===== src/rtl/u8n1_pkg.sv =====
// ----------------------------------------------------------------------------
// u8n1_pkg: shared definitions for the 8N1 UART transceiver
// Field widths, frame constants, line phase codes and the status structs that
// pass between the receiver, the transmitter and the top level.
// ----------------------------------------------------------------------------
package u8n1_pkg;

  localparam int BYTE_W    = 8;
  localparam int BIT_SEL_W = $clog2(BYTE_W);
  localparam int CNT_W     = 16;
  localparam int IDX_W     = 4;
  localparam int DATA_BITS = 8;

  localparam logic [IDX_W-1:0] DATA_BITS_IDX = IDX_W'(DATA_BITS);
  localparam logic [IDX_W-1:0] BYTE_BITS_IDX = IDX_W'(BYTE_W);
  localparam logic [CNT_W-1:0] BIT_PERIOD_RESET = CNT_W'(3333);

  typedef enum logic [1:0] {
    PH_IDLE  = 2'd0,
    PH_START = 2'd1,
    PH_DATA  = 2'd2,
    PH_STOP  = 2'd3
  } phase_t;

  typedef struct packed {
    logic line;
    logic busy;
  } tx_status_t;

  typedef struct packed {
    logic              valid;
    logic [BYTE_W-1:0] data;
  } rx_status_t;

  typedef struct packed {
    logic              tx_line;
    logic              tx_busy;
    logic              rx_valid;
    logic [BYTE_W-1:0] rx_byte;
  } result_t;

endpackage


===== src/rtl/u8n1_channels.sv =====
// ----------------------------------------------------------------------------
// u8n1 channels: valid/ready interfaces for the transceiver
// One interface carries line ticks in, the other carries per-tick results out.
// ----------------------------------------------------------------------------
interface u8n1_in_if;
  logic                       valid;
  logic                       ready;
  logic                       rx_line;
  logic                       tx_start;
  logic [u8n1_pkg::BYTE_W-1:0] tx_byte;

  modport source (output valid, rx_line, tx_start, tx_byte, input ready);
  modport sink   (input valid, rx_line, tx_start, tx_byte, output ready);
endinterface

interface u8n1_out_if;
  logic                       valid;
  logic                       ready;
  logic                       tx_line;
  logic                       tx_busy;
  logic                       rx_valid;
  logic [u8n1_pkg::BYTE_W-1:0] rx_byte;

  modport source (output valid, tx_line, tx_busy, rx_valid, rx_byte, input ready);
  modport sink   (input valid, tx_line, tx_busy, rx_valid, rx_byte, output ready);
endinterface


===== src/rtl/uart_8n1_transceiver_core.sv =====
// ----------------------------------------------------------------------------
// uart_8n1_transceiver_core: 8N1 UART transmitter and receiver
// Each transfer on the input channel is one tick of the serial line; each
// transfer on the output channel is the matching line and status result.
// ----------------------------------------------------------------------------
// Usage:
//   in_ch carries one line tick per transfer: the receive line level, a send
//   request and the byte to send. out_ch returns exactly one result per
//   tick: transmit line level, transmitter busy, a one-tick received-byte
//   strobe and the receive shift register.
//   The bit period in ticks is written through cfg_we / cfg_wdata while no
//   tick is in flight; a value of zero is treated as one.
//   A tick's result is registered in the result register, or in the skid
//   register while out_ch stalls. Throughput is one tick per cycle while
//   out_ch does not stall, set by the single-pass update of the receiver
//   and transmitter counters between the input transfer and the result register.
//   A two-entry output buffer (result register plus skid register) lets a
//   tick be taken while a result still waits; in_ch.ready is a register, so
//   when out_ch stalls, at most one more tick is taken and then ready drops
//   until the output drains. Line state only moves on accepted ticks.
//   Synchronous reset returns both line engines to idle, empties the output
//   buffer and loads the bit period with 3333 ticks.
// ----------------------------------------------------------------------------
module uart_8n1_transceiver_core (
  input  logic                         clk,
  input  logic                         rst,
  u8n1_in_if.sink                      in_ch,
  u8n1_out_if.source                   out_ch,
  input  logic                         cfg_we,
  input  logic [u8n1_pkg::CNT_W-1:0]   cfg_wdata
);

  logic [u8n1_pkg::CNT_W-1:0] bit_period_ticks;
  logic [u8n1_pkg::CNT_W-1:0] period;

  logic                 in_fire;
  logic                 out_fire;
  u8n1_pkg::tx_status_t tx_status;
  u8n1_pkg::rx_status_t rx_status;
  u8n1_pkg::result_t    result;

  // Output buffer: main is what out_ch shows, skid catches one extra result.
  u8n1_pkg::result_t    main_data;
  logic                 main_valid;
  u8n1_pkg::result_t    skid_data;
  logic                 skid_valid;

  always_ff @(posedge clk) begin
    if (rst) begin
      bit_period_ticks <= u8n1_pkg::BIT_PERIOD_RESET;
    end else if (cfg_we) begin
      bit_period_ticks <= cfg_wdata;
    end
  end

  // A zero period runs as a one-tick period.
  assign period = (bit_period_ticks == '0) ? u8n1_pkg::CNT_W'(1) : bit_period_ticks;

  assign in_ch.ready = !skid_valid;
  assign in_fire     = in_ch.valid && !skid_valid;
  assign out_fire    = main_valid && out_ch.ready;

  u8n1_rx u_rx (
    .clk     (clk),
    .rst     (rst),
    .advance (in_fire),
    .period  (period),
    .rx_line (in_ch.rx_line),
    .status  (rx_status)
  );

  u8n1_tx u_tx (
    .clk      (clk),
    .rst      (rst),
    .advance  (in_fire),
    .period   (period),
    .tx_start (in_ch.tx_start),
    .tx_byte  (in_ch.tx_byte),
    .status   (tx_status)
  );

  assign result.tx_line  = tx_status.line;
  assign result.tx_busy  = tx_status.busy;
  assign result.rx_valid = rx_status.valid;
  assign result.rx_byte  = rx_status.data;

  always_ff @(posedge clk) begin
    if (rst) begin
      main_valid <= 1'b0;
      skid_valid <= 1'b0;
    end else begin
      if (out_fire) begin
        if (skid_valid) begin
          main_valid <= 1'b1;
          skid_valid <= 1'b0;
        end else begin
          main_valid <= in_fire;
        end
      end else if (in_fire) begin
        if (!main_valid) begin
          main_valid <= 1'b1;
        end else begin
          skid_valid <= 1'b1;
        end
      end
    end
  end

  // Payload registers follow the same steering as the valid flags.
  always_ff @(posedge clk) begin
    if (out_fire) begin
      if (skid_valid) begin
        main_data <= skid_data;
      end else if (in_fire) begin
        main_data <= result;
      end
    end else if (in_fire) begin
      if (!main_valid) begin
        main_data <= result;
      end else begin
        skid_data <= result;
      end
    end
  end

  assign out_ch.valid    = main_valid;
  assign out_ch.tx_line  = main_data.tx_line;
  assign out_ch.tx_busy  = main_data.tx_busy;
  assign out_ch.rx_valid = main_data.rx_valid;
  assign out_ch.rx_byte  = main_data.rx_byte;

  // The skid register is only filled behind an occupied result register.
  a_skid_behind_main: assert property (@(posedge clk) disable iff (rst)
    skid_valid |-> main_valid)
    else $error("skid register holds a result while the output is empty");

  // A tick taken while the output is full and stalled must land in the skid.
  a_stall_to_skid: assert property (@(posedge clk) disable iff (rst)
    (in_fire && main_valid && !out_fire) |=> skid_valid)
    else $error("result lost on a stalled output");

  // Draining the output with a skid entry pending keeps the output occupied.
  a_skid_drain: assert property (@(posedge clk) disable iff (rst)
    (out_fire && skid_valid) |=> (main_valid && !skid_valid))
    else $error("skid entry not moved to the output register");

endmodule


===== src/rtl/u8n1_rx.sv =====
// ----------------------------------------------------------------------------
// u8n1_rx: serial receiver
// Waits for a low start bit, moves to mid-bit, samples each data bit once per
// bit period and reports the byte at mid stop bit.
// ----------------------------------------------------------------------------
module u8n1_rx (
  input  logic                          clk,
  input  logic                          rst,
  input  logic                          advance,
  input  logic [u8n1_pkg::CNT_W-1:0]    period,
  input  logic                          rx_line,
  output u8n1_pkg::rx_status_t          status
);

  u8n1_pkg::phase_t                  rx_phase;
  u8n1_pkg::phase_t                  rx_phase_next;
  logic [u8n1_pkg::CNT_W-1:0]        rx_tick_count;
  logic [u8n1_pkg::CNT_W-1:0]        rx_tick_count_next;
  logic [u8n1_pkg::IDX_W-1:0]        rx_bit_index;
  logic [u8n1_pkg::IDX_W-1:0]        rx_bit_index_next;
  logic [u8n1_pkg::BYTE_W-1:0]       rx_shift;
  logic [u8n1_pkg::BYTE_W-1:0]       rx_shift_next;
  logic [u8n1_pkg::CNT_W-1:0]        count_inc;
  logic                              done;

  assign count_inc = rx_tick_count + u8n1_pkg::CNT_W'(1);

  always_comb begin
    rx_phase_next      = rx_phase;
    rx_tick_count_next = rx_tick_count;
    rx_bit_index_next  = rx_bit_index;
    rx_shift_next      = rx_shift;
    done               = 1'b0;
    unique case (rx_phase)
      u8n1_pkg::PH_IDLE: begin
        if (!rx_line) begin
          rx_phase_next      = u8n1_pkg::PH_START;
          rx_tick_count_next = '0;
          rx_bit_index_next  = '0;
          rx_shift_next      = '0;
        end
      end
      u8n1_pkg::PH_START: begin
        rx_tick_count_next = count_inc;
        // Half a bit period lands the sampling point at mid-bit.
        if (count_inc >= (period >> 1)) begin
          rx_phase_next      = u8n1_pkg::PH_DATA;
          rx_tick_count_next = '0;
          rx_bit_index_next  = '0;
        end
      end
      u8n1_pkg::PH_DATA: begin
        rx_tick_count_next = count_inc;
        if (count_inc >= period) begin
          rx_tick_count_next = '0;
          // Bits beyond the byte width are sampled but dropped.
          if (rx_bit_index < u8n1_pkg::BYTE_BITS_IDX) begin
            rx_shift_next[rx_bit_index[u8n1_pkg::BIT_SEL_W-1:0]] = rx_line;
          end
          rx_bit_index_next = rx_bit_index + u8n1_pkg::IDX_W'(1);
          if (rx_bit_index_next >= u8n1_pkg::DATA_BITS_IDX) begin
            rx_phase_next = u8n1_pkg::PH_STOP;
          end
        end
      end
      u8n1_pkg::PH_STOP: begin
        rx_tick_count_next = count_inc;
        if (count_inc >= period) begin
          rx_tick_count_next = '0;
          rx_phase_next      = u8n1_pkg::PH_IDLE;
          done               = 1'b1;
        end
      end
      default: begin
        rx_phase_next = u8n1_pkg::PH_IDLE;
      end
    endcase
  end

  always_ff @(posedge clk) begin
    if (rst) begin
      rx_phase      <= u8n1_pkg::PH_IDLE;
      rx_tick_count <= '0;
      rx_bit_index  <= '0;
      rx_shift      <= '0;
    end else if (advance) begin
      rx_phase      <= rx_phase_next;
      rx_tick_count <= rx_tick_count_next;
      rx_bit_index  <= rx_bit_index_next;
      rx_shift      <= rx_shift_next;
    end
  end

  assign status.valid = done;
  assign status.data  = rx_shift_next;

  // The bit index never reaches the number of data bits while data bits are sampled.
  a_rx_index_bound: assert property (@(posedge clk) disable iff (rst)
    (rx_phase == u8n1_pkg::PH_DATA) |-> (rx_bit_index < u8n1_pkg::DATA_BITS_IDX))
    else $error("rx bit index out of range in data phase");

endmodule


===== src/rtl/u8n1_tx.sv =====
// ----------------------------------------------------------------------------
// u8n1_tx: serial transmitter
// Sends a low start bit, the data bits LSB first and a high stop bit, each
// lasting one bit period.
// ----------------------------------------------------------------------------
module u8n1_tx (
  input  logic                          clk,
  input  logic                          rst,
  input  logic                          advance,
  input  logic [u8n1_pkg::CNT_W-1:0]    period,
  input  logic                          tx_start,
  input  logic [u8n1_pkg::BYTE_W-1:0]   tx_byte,
  output u8n1_pkg::tx_status_t          status
);

  u8n1_pkg::phase_t                  tx_phase;
  u8n1_pkg::phase_t                  tx_phase_next;
  logic [u8n1_pkg::CNT_W-1:0]        tx_tick_count;
  logic [u8n1_pkg::CNT_W-1:0]        tx_tick_count_next;
  logic [u8n1_pkg::IDX_W-1:0]        tx_bit_index;
  logic [u8n1_pkg::IDX_W-1:0]        tx_bit_index_next;
  logic [u8n1_pkg::BYTE_W-1:0]       tx_shift;
  logic [u8n1_pkg::BYTE_W-1:0]       tx_shift_next;
  logic [u8n1_pkg::CNT_W-1:0]        count_inc;
  logic                              level;

  assign count_inc = tx_tick_count + u8n1_pkg::CNT_W'(1);

  always_comb begin
    tx_phase_next      = tx_phase;
    tx_tick_count_next = tx_tick_count;
    tx_bit_index_next  = tx_bit_index;
    tx_shift_next      = tx_shift;
    if (tx_phase != u8n1_pkg::PH_IDLE) begin
      tx_tick_count_next = count_inc;
      if (count_inc >= period) begin
        tx_tick_count_next = '0;
        unique case (tx_phase)
          u8n1_pkg::PH_START: begin
            tx_phase_next     = u8n1_pkg::PH_DATA;
            tx_bit_index_next = '0;
          end
          u8n1_pkg::PH_DATA: begin
            tx_bit_index_next = tx_bit_index + u8n1_pkg::IDX_W'(1);
            if (tx_bit_index_next >= u8n1_pkg::DATA_BITS_IDX) begin
              tx_phase_next = u8n1_pkg::PH_STOP;
            end
          end
          default: begin
            tx_phase_next = u8n1_pkg::PH_IDLE;
          end
        endcase
      end
    end
    // A start is taken on the same tick on which the previous stop bit ends.
    if (tx_phase_next == u8n1_pkg::PH_IDLE && tx_start) begin
      tx_shift_next      = tx_byte;
      tx_phase_next      = u8n1_pkg::PH_START;
      tx_tick_count_next = '0;
      tx_bit_index_next  = '0;
    end
  end

  always_comb begin
    unique case (tx_phase_next)
      u8n1_pkg::PH_START: level = 1'b0;
      u8n1_pkg::PH_DATA: begin
        if (tx_bit_index_next < u8n1_pkg::BYTE_BITS_IDX) begin
          level = tx_shift_next[tx_bit_index_next[u8n1_pkg::BIT_SEL_W-1:0]];
        end else begin
          level = 1'b0;
        end
      end
      default: level = 1'b1;
    endcase
  end

  always_ff @(posedge clk) begin
    if (rst) begin
      tx_phase      <= u8n1_pkg::PH_IDLE;
      tx_tick_count <= '0;
      tx_bit_index  <= '0;
      tx_shift      <= '0;
    end else if (advance) begin
      tx_phase      <= tx_phase_next;
      tx_tick_count <= tx_tick_count_next;
      tx_bit_index  <= tx_bit_index_next;
      tx_shift      <= tx_shift_next;
    end
  end

  assign status.line = level;
  assign status.busy = (tx_phase_next != u8n1_pkg::PH_IDLE);

  // An idle transmitter always has its bit timer cleared.
  a_tx_idle_count: assert property (@(posedge clk) disable iff (rst)
    (tx_phase == u8n1_pkg::PH_IDLE) |-> (tx_tick_count == '0))
    else $error("tx bit timer not cleared while idle");

endmodule


===== src/flat_wrapper.sv =====
// flat-port wrapper written by rule: the top's interface ports become plain ports
module uart_8n1_transceiver_core_flat 
  (clk, rst, cfg_we, cfg_wdata, in_ch_valid, in_ch_rx_line, in_ch_tx_start, in_ch_tx_byte, in_ch_ready, out_ch_valid, out_ch_tx_line, out_ch_tx_busy, out_ch_rx_valid, out_ch_rx_byte, out_ch_ready);
  u8n1_in_if in_ch_i ();
  u8n1_out_if out_ch_i ();
  input  logic clk;
  input  logic rst;
  input  logic cfg_we;
  input  logic [u8n1_pkg::CNT_W-1:0] cfg_wdata;
  input wire logic [$bits(in_ch_i.valid)-1:0] in_ch_valid;
  input wire logic [$bits(in_ch_i.rx_line)-1:0] in_ch_rx_line;
  input wire logic [$bits(in_ch_i.tx_start)-1:0] in_ch_tx_start;
  input wire logic [$bits(in_ch_i.tx_byte)-1:0] in_ch_tx_byte;
  output wire logic [$bits(in_ch_i.ready)-1:0] in_ch_ready;
  output wire logic [$bits(out_ch_i.valid)-1:0] out_ch_valid;
  output wire logic [$bits(out_ch_i.tx_line)-1:0] out_ch_tx_line;
  output wire logic [$bits(out_ch_i.tx_busy)-1:0] out_ch_tx_busy;
  output wire logic [$bits(out_ch_i.rx_valid)-1:0] out_ch_rx_valid;
  output wire logic [$bits(out_ch_i.rx_byte)-1:0] out_ch_rx_byte;
  input wire logic [$bits(out_ch_i.ready)-1:0] out_ch_ready;
  assign in_ch_i.valid = in_ch_valid;
  assign in_ch_i.rx_line = in_ch_rx_line;
  assign in_ch_i.tx_start = in_ch_tx_start;
  assign in_ch_i.tx_byte = in_ch_tx_byte;
  assign in_ch_ready = in_ch_i.ready;
  assign out_ch_valid = out_ch_i.valid;
  assign out_ch_tx_line = out_ch_i.tx_line;
  assign out_ch_tx_busy = out_ch_i.tx_busy;
  assign out_ch_rx_valid = out_ch_i.rx_valid;
  assign out_ch_rx_byte = out_ch_i.rx_byte;
  assign out_ch_i.ready = out_ch_ready;
  uart_8n1_transceiver_core u_core (.clk(clk), .rst(rst), .in_ch(in_ch_i), .out_ch(out_ch_i), .cfg_we(cfg_we), .cfg_wdata(cfg_wdata));
endmodule

===== config.mk =====
export PLATFORM = sky130hd
export DESIGN_NAME = uart_8n1_transceiver_core_flat
export DESIGN_NICKNAME = d
export VERILOG_FILES = /design/src/rtl/u8n1_pkg.sv /design/src/rtl/u8n1_channels.sv /design/src/rtl/uart_8n1_transceiver_core.sv /design/src/rtl/u8n1_rx.sv /design/src/rtl/u8n1_tx.sv /design/src/flat_wrapper.sv
export SDC_FILE = /design/constraint.sdc
export NUM_CORES = 1
export LEC_CHECK = 0
export ABC_AREA = 1
export BUFFER_PORTS_ARGS = -buffer_cell sky130_fd_sc_hd__buf_2
export CAP_MARGIN = 25
export CORE_UTILIZATION = 66
export DETAILED_ROUTE_END_ITERATION = 8
export PLACE_DENSITY_LB_ADDON = 0.08
export SYNTH_ARGS = -nofsm -noshare
export SYNTH_HDL_FRONTEND = slang
export SYNTH_SLANG_ARGS = --single-unit

===== constraint.sdc =====
create_clock -name clk -period 11.8 [get_ports clk]
set_clock_uncertainty 0.1 [all_clocks]
set_input_delay 2.36 -clock clk [delete_from_list [all_inputs] [get_ports clk]]
set_output_delay 2.36 -clock clk [all_outputs]
set_load 0.1 [all_outputs]

==> results.json <==
{
  "post_drt_wl_per_cell_um": 14.2,
  "synth_seq_cells": 100,
  "grt_overflow_total": 0,
  "yosys_warnings": 0,
  "postCtsSetupBuffers": 0,
  "finalCritPeriodShare_pct": 38.1,
  "grt_pass1_vias": 5260,
  "p_per_area_nw_per_um2": 134,
  "instances_no_fill": 959,
  "yosysUniqueCellTypes": 45,
  "ios": 44,
  "root_buffer": "clkbuf_8",
  "firstDrtPassIters": 5,
  "cp_max_fo": 20,
  "most-common-layout-cells": "nand2_1, inv_1, a21oi_1, dfxtp_1, o21ai_0",
  "worst-setup-path-type": "reg -> reg",
  "crit_arrival_ns": 4.54,
  "antenna_found_initial": 0,
  "rsz0062_at_grt": "no",
  "tns_ns": 0,
  "numCtsBuffers": 9,
  "met3_usage_pct": 4.40,
  "synth.avg_cell_area_um2": 7.65,
  "cp-start-kind": "register",
  "slew_headroom_pct": 35.9,
  "ys_async_sr_fraction_pct": 0,
  "dp.cells": 942,
  "fill_cells": 737,
  "vdd.ir_drop.worst_mv": 0.0873,
  "worstHoldPathCells": 2,
  "r2r_end": "u_core.out_ch.tx_line",
  "final_hold_viol_count": 0,
  "ctsResizeCount": 0,
  "core-area_um2": 9200,
  "worst_slew_pin_slew_ns": 0.961,
  "hpwl_um": 9840,
  "grt_pass1_wl_um": 23200,
  "rows": 35,
  "path_common_cell": "nand2_1",
  "gp_congestion": 0.896,
  "path_delay_family": "simple AND/OR/NAND/NOR gates",
  "grt_usage_pct": 29.0,
  "maxSlewViolCount": 0,
  "met1_usage_pct": 34.8,
  "ctsHoldBuffers": 0,
  "busiest_layer": "met2",
  "max_stage_delay_ns": 0.39,
  "maxCapViolations": 0,
  "hold_path_startpoint": "u_core.u_rx.rx_tick_count[3]",
  "htreeDepth": 3,
  "mostFrequentLayoutCell": "nand2_1",
  "ant_nets": 0,
  "path_clk_slew_ns": 0.11,
  "p_leak_nw": 3.09,
  "io_buffers": 43,
  "cts_tree": "yes",
  "min_path_type": "reg -> reg",
  "cpMaxStageDelayCell": "dfxtp_1",
  "num_antenna_cells": 0,
  "drt_iter0_drc": 245,
  "setup_viol": 0,
  "total_power_mw": 0.893,
  "cp_num_buf_inv": 4,
  "syn_nets": 898,
  "r2r_slack_ns": 7.30,
  "grt_max_degree": 46,
  "hold_slack_ns": 0.373,
  "cp.required_ns": 11.84,
  "insertion_delay_ns": 0.38,
  "synth.cell_area_um2": 6210,
  "cts.sinks": 100,
  "min_to": "u_core.u_rx.rx_tick_count[3]",
  "nets": 929,
  "vias": 5492,
  "syn-instance-count": 812,
  "die_y_um": 99.0,
  "status": "finished clean",
  "die_w_um": 99.0,
  "synth_ff_type": "dfxtp_1",
  "period_needed_ns": 4.50,
  "synth_edf_count": 22,
  "max_freq_ghz": 0.222,
  "gr-usage-met2_pct": 53.3,
  "drive_above_1_share_pct": 11.1,
  "dieArea_um2": 9800,
  "cts_buffer_depth": 2,
  "syn2layout_area_growth_pct": 7.37,
  "endpoint_kind": "register",
  "viasPerCell": 5.73,
  "r2r_start": "u_core.u_tx.tx_tick_count[0]",
  "ys_seq_area_share_pct": 35.8,
  "drt-total-wl_um": 13600,
  "initial_core_util_pct": 67.6,
  "worstRegToRegCells": 29,
  "drc": 0
}
==> cells in the mapped netlist, types with 18 or more instances <==
library cell  instances  area [µm²]
a21oi_1              95         475
clkbuf_1             19        71.3
dfxtp_1              78        1560
edfxtp_1             22         661
ha_1                 55         688
inv_1               114         428
nand2_1             130         488
nand3_1              52         260
nor2_1               45         169
o21ai_0              71         355
xor2_1               18         158
==> layer usage <==
layer,up-vias,share of wire (%)
li1,2792,-
met1,2547,44
met2,134,51
met3,19,3.6
met4,0,1.5
met5,-,0
==> stage by stage <==
step                      setup slack (ns)  utilization (%)  cell area [µm²]
after floorplan                       7.80                -             6210
after global placement                7.50             70.2             6450
final                                 7.30             72.5             6670
after global routing                  6.78             72.5             6670
after detailed placement              7.40             70.2             6450
after CTS                             7.34             72.4             6660
==> worst reg2reg max path: cells and delay by family, from the launching register on <==
family | cells | cell delay (ns)
xor+xnor | 1 | 0.24
compound gates | 1 | 0.28
fa+ha+maj | 2 | 0.47
buf+inv | 4 | 0.16
simple gates | 21 | 2.62
flops | 1 | 0.39
==> registers in the layout, indices dropped and copies added (netlist names), 2 cells and up <==
name                       count
u_core.bit_period_ticks       16
u_core.out_ch.rx_byte          8
u_core.skid_data              11
u_core.u_rx.rx_bit_index       4
u_core.u_rx.rx_phase           2
u_core.u_rx.rx_shift           8
u_core.u_rx.rx_tick_count     16
u_core.u_tx.tx_bit_index       4
u_core.u_tx.tx_phase           2
u_core.u_tx.tx_shift           8
u_core.u_tx.tx_tick_count     16
==> worst max path at each step <==
stage,startpoint,endpoint,cells after the start
floorplan,u_core.u_tx.tx_tick_count[0],u_core.out_ch.tx_line,31
finish,u_core.u_tx.tx_tick_count[0],u_core.out_ch.tx_line,29
CTS,u_core.u_tx.tx_tick_count[0],u_core.out_ch.tx_line,31
detailed placement,rst,u_core.bit_period_ticks[15],4
global placement,rst,u_core.bit_period_ticks[5],4
global route,u_core.u_tx.tx_tick_count[0],u_core.u_tx.tx_tick_count[2],26
==> kinds of logic (layout without fill, tap and decap cells) <==
| kind of cell | Yosys count | count (layout) | synth area share, % |
|---|---|---|---|
| AND/OR/NAND/NOR | 290 | 290 | 22.9 |
| AO/OA/AOI/OAI | 198 | 198 | 17.4 |
| buffers and inverters | 142 | 178 | 9.00 |
| flip-flops | 100 | 100 | 35.8 |
| adder cells (fa/ha/maj) | 55 | 55 | 11.1 |
| XOR/XNOR | 26 | 26 | 3.67 |
| multiplexers | 1 | 1 | 0.161 |
==> final cells by class <==
type	instances	area [µm²]	area share, %
clock buffers	9	124	1.86
clock inverters	7	85.1	1.28
inverters	117	439	6.58
multi-input cells	570	3430	51.4
flip-flops and latches	100	2220	33.3
well taps	111	139	2.08
repair buffers	45	230	3.45
==> report_power, final <==
part,total [mW],switching (mW),internal (mW)
combinational,0.261,0.188,0.0725
sequential,0.397,0.0176,0.379
clock,0.236,0.134,0.102
Power figures use the tool's default switching activity.
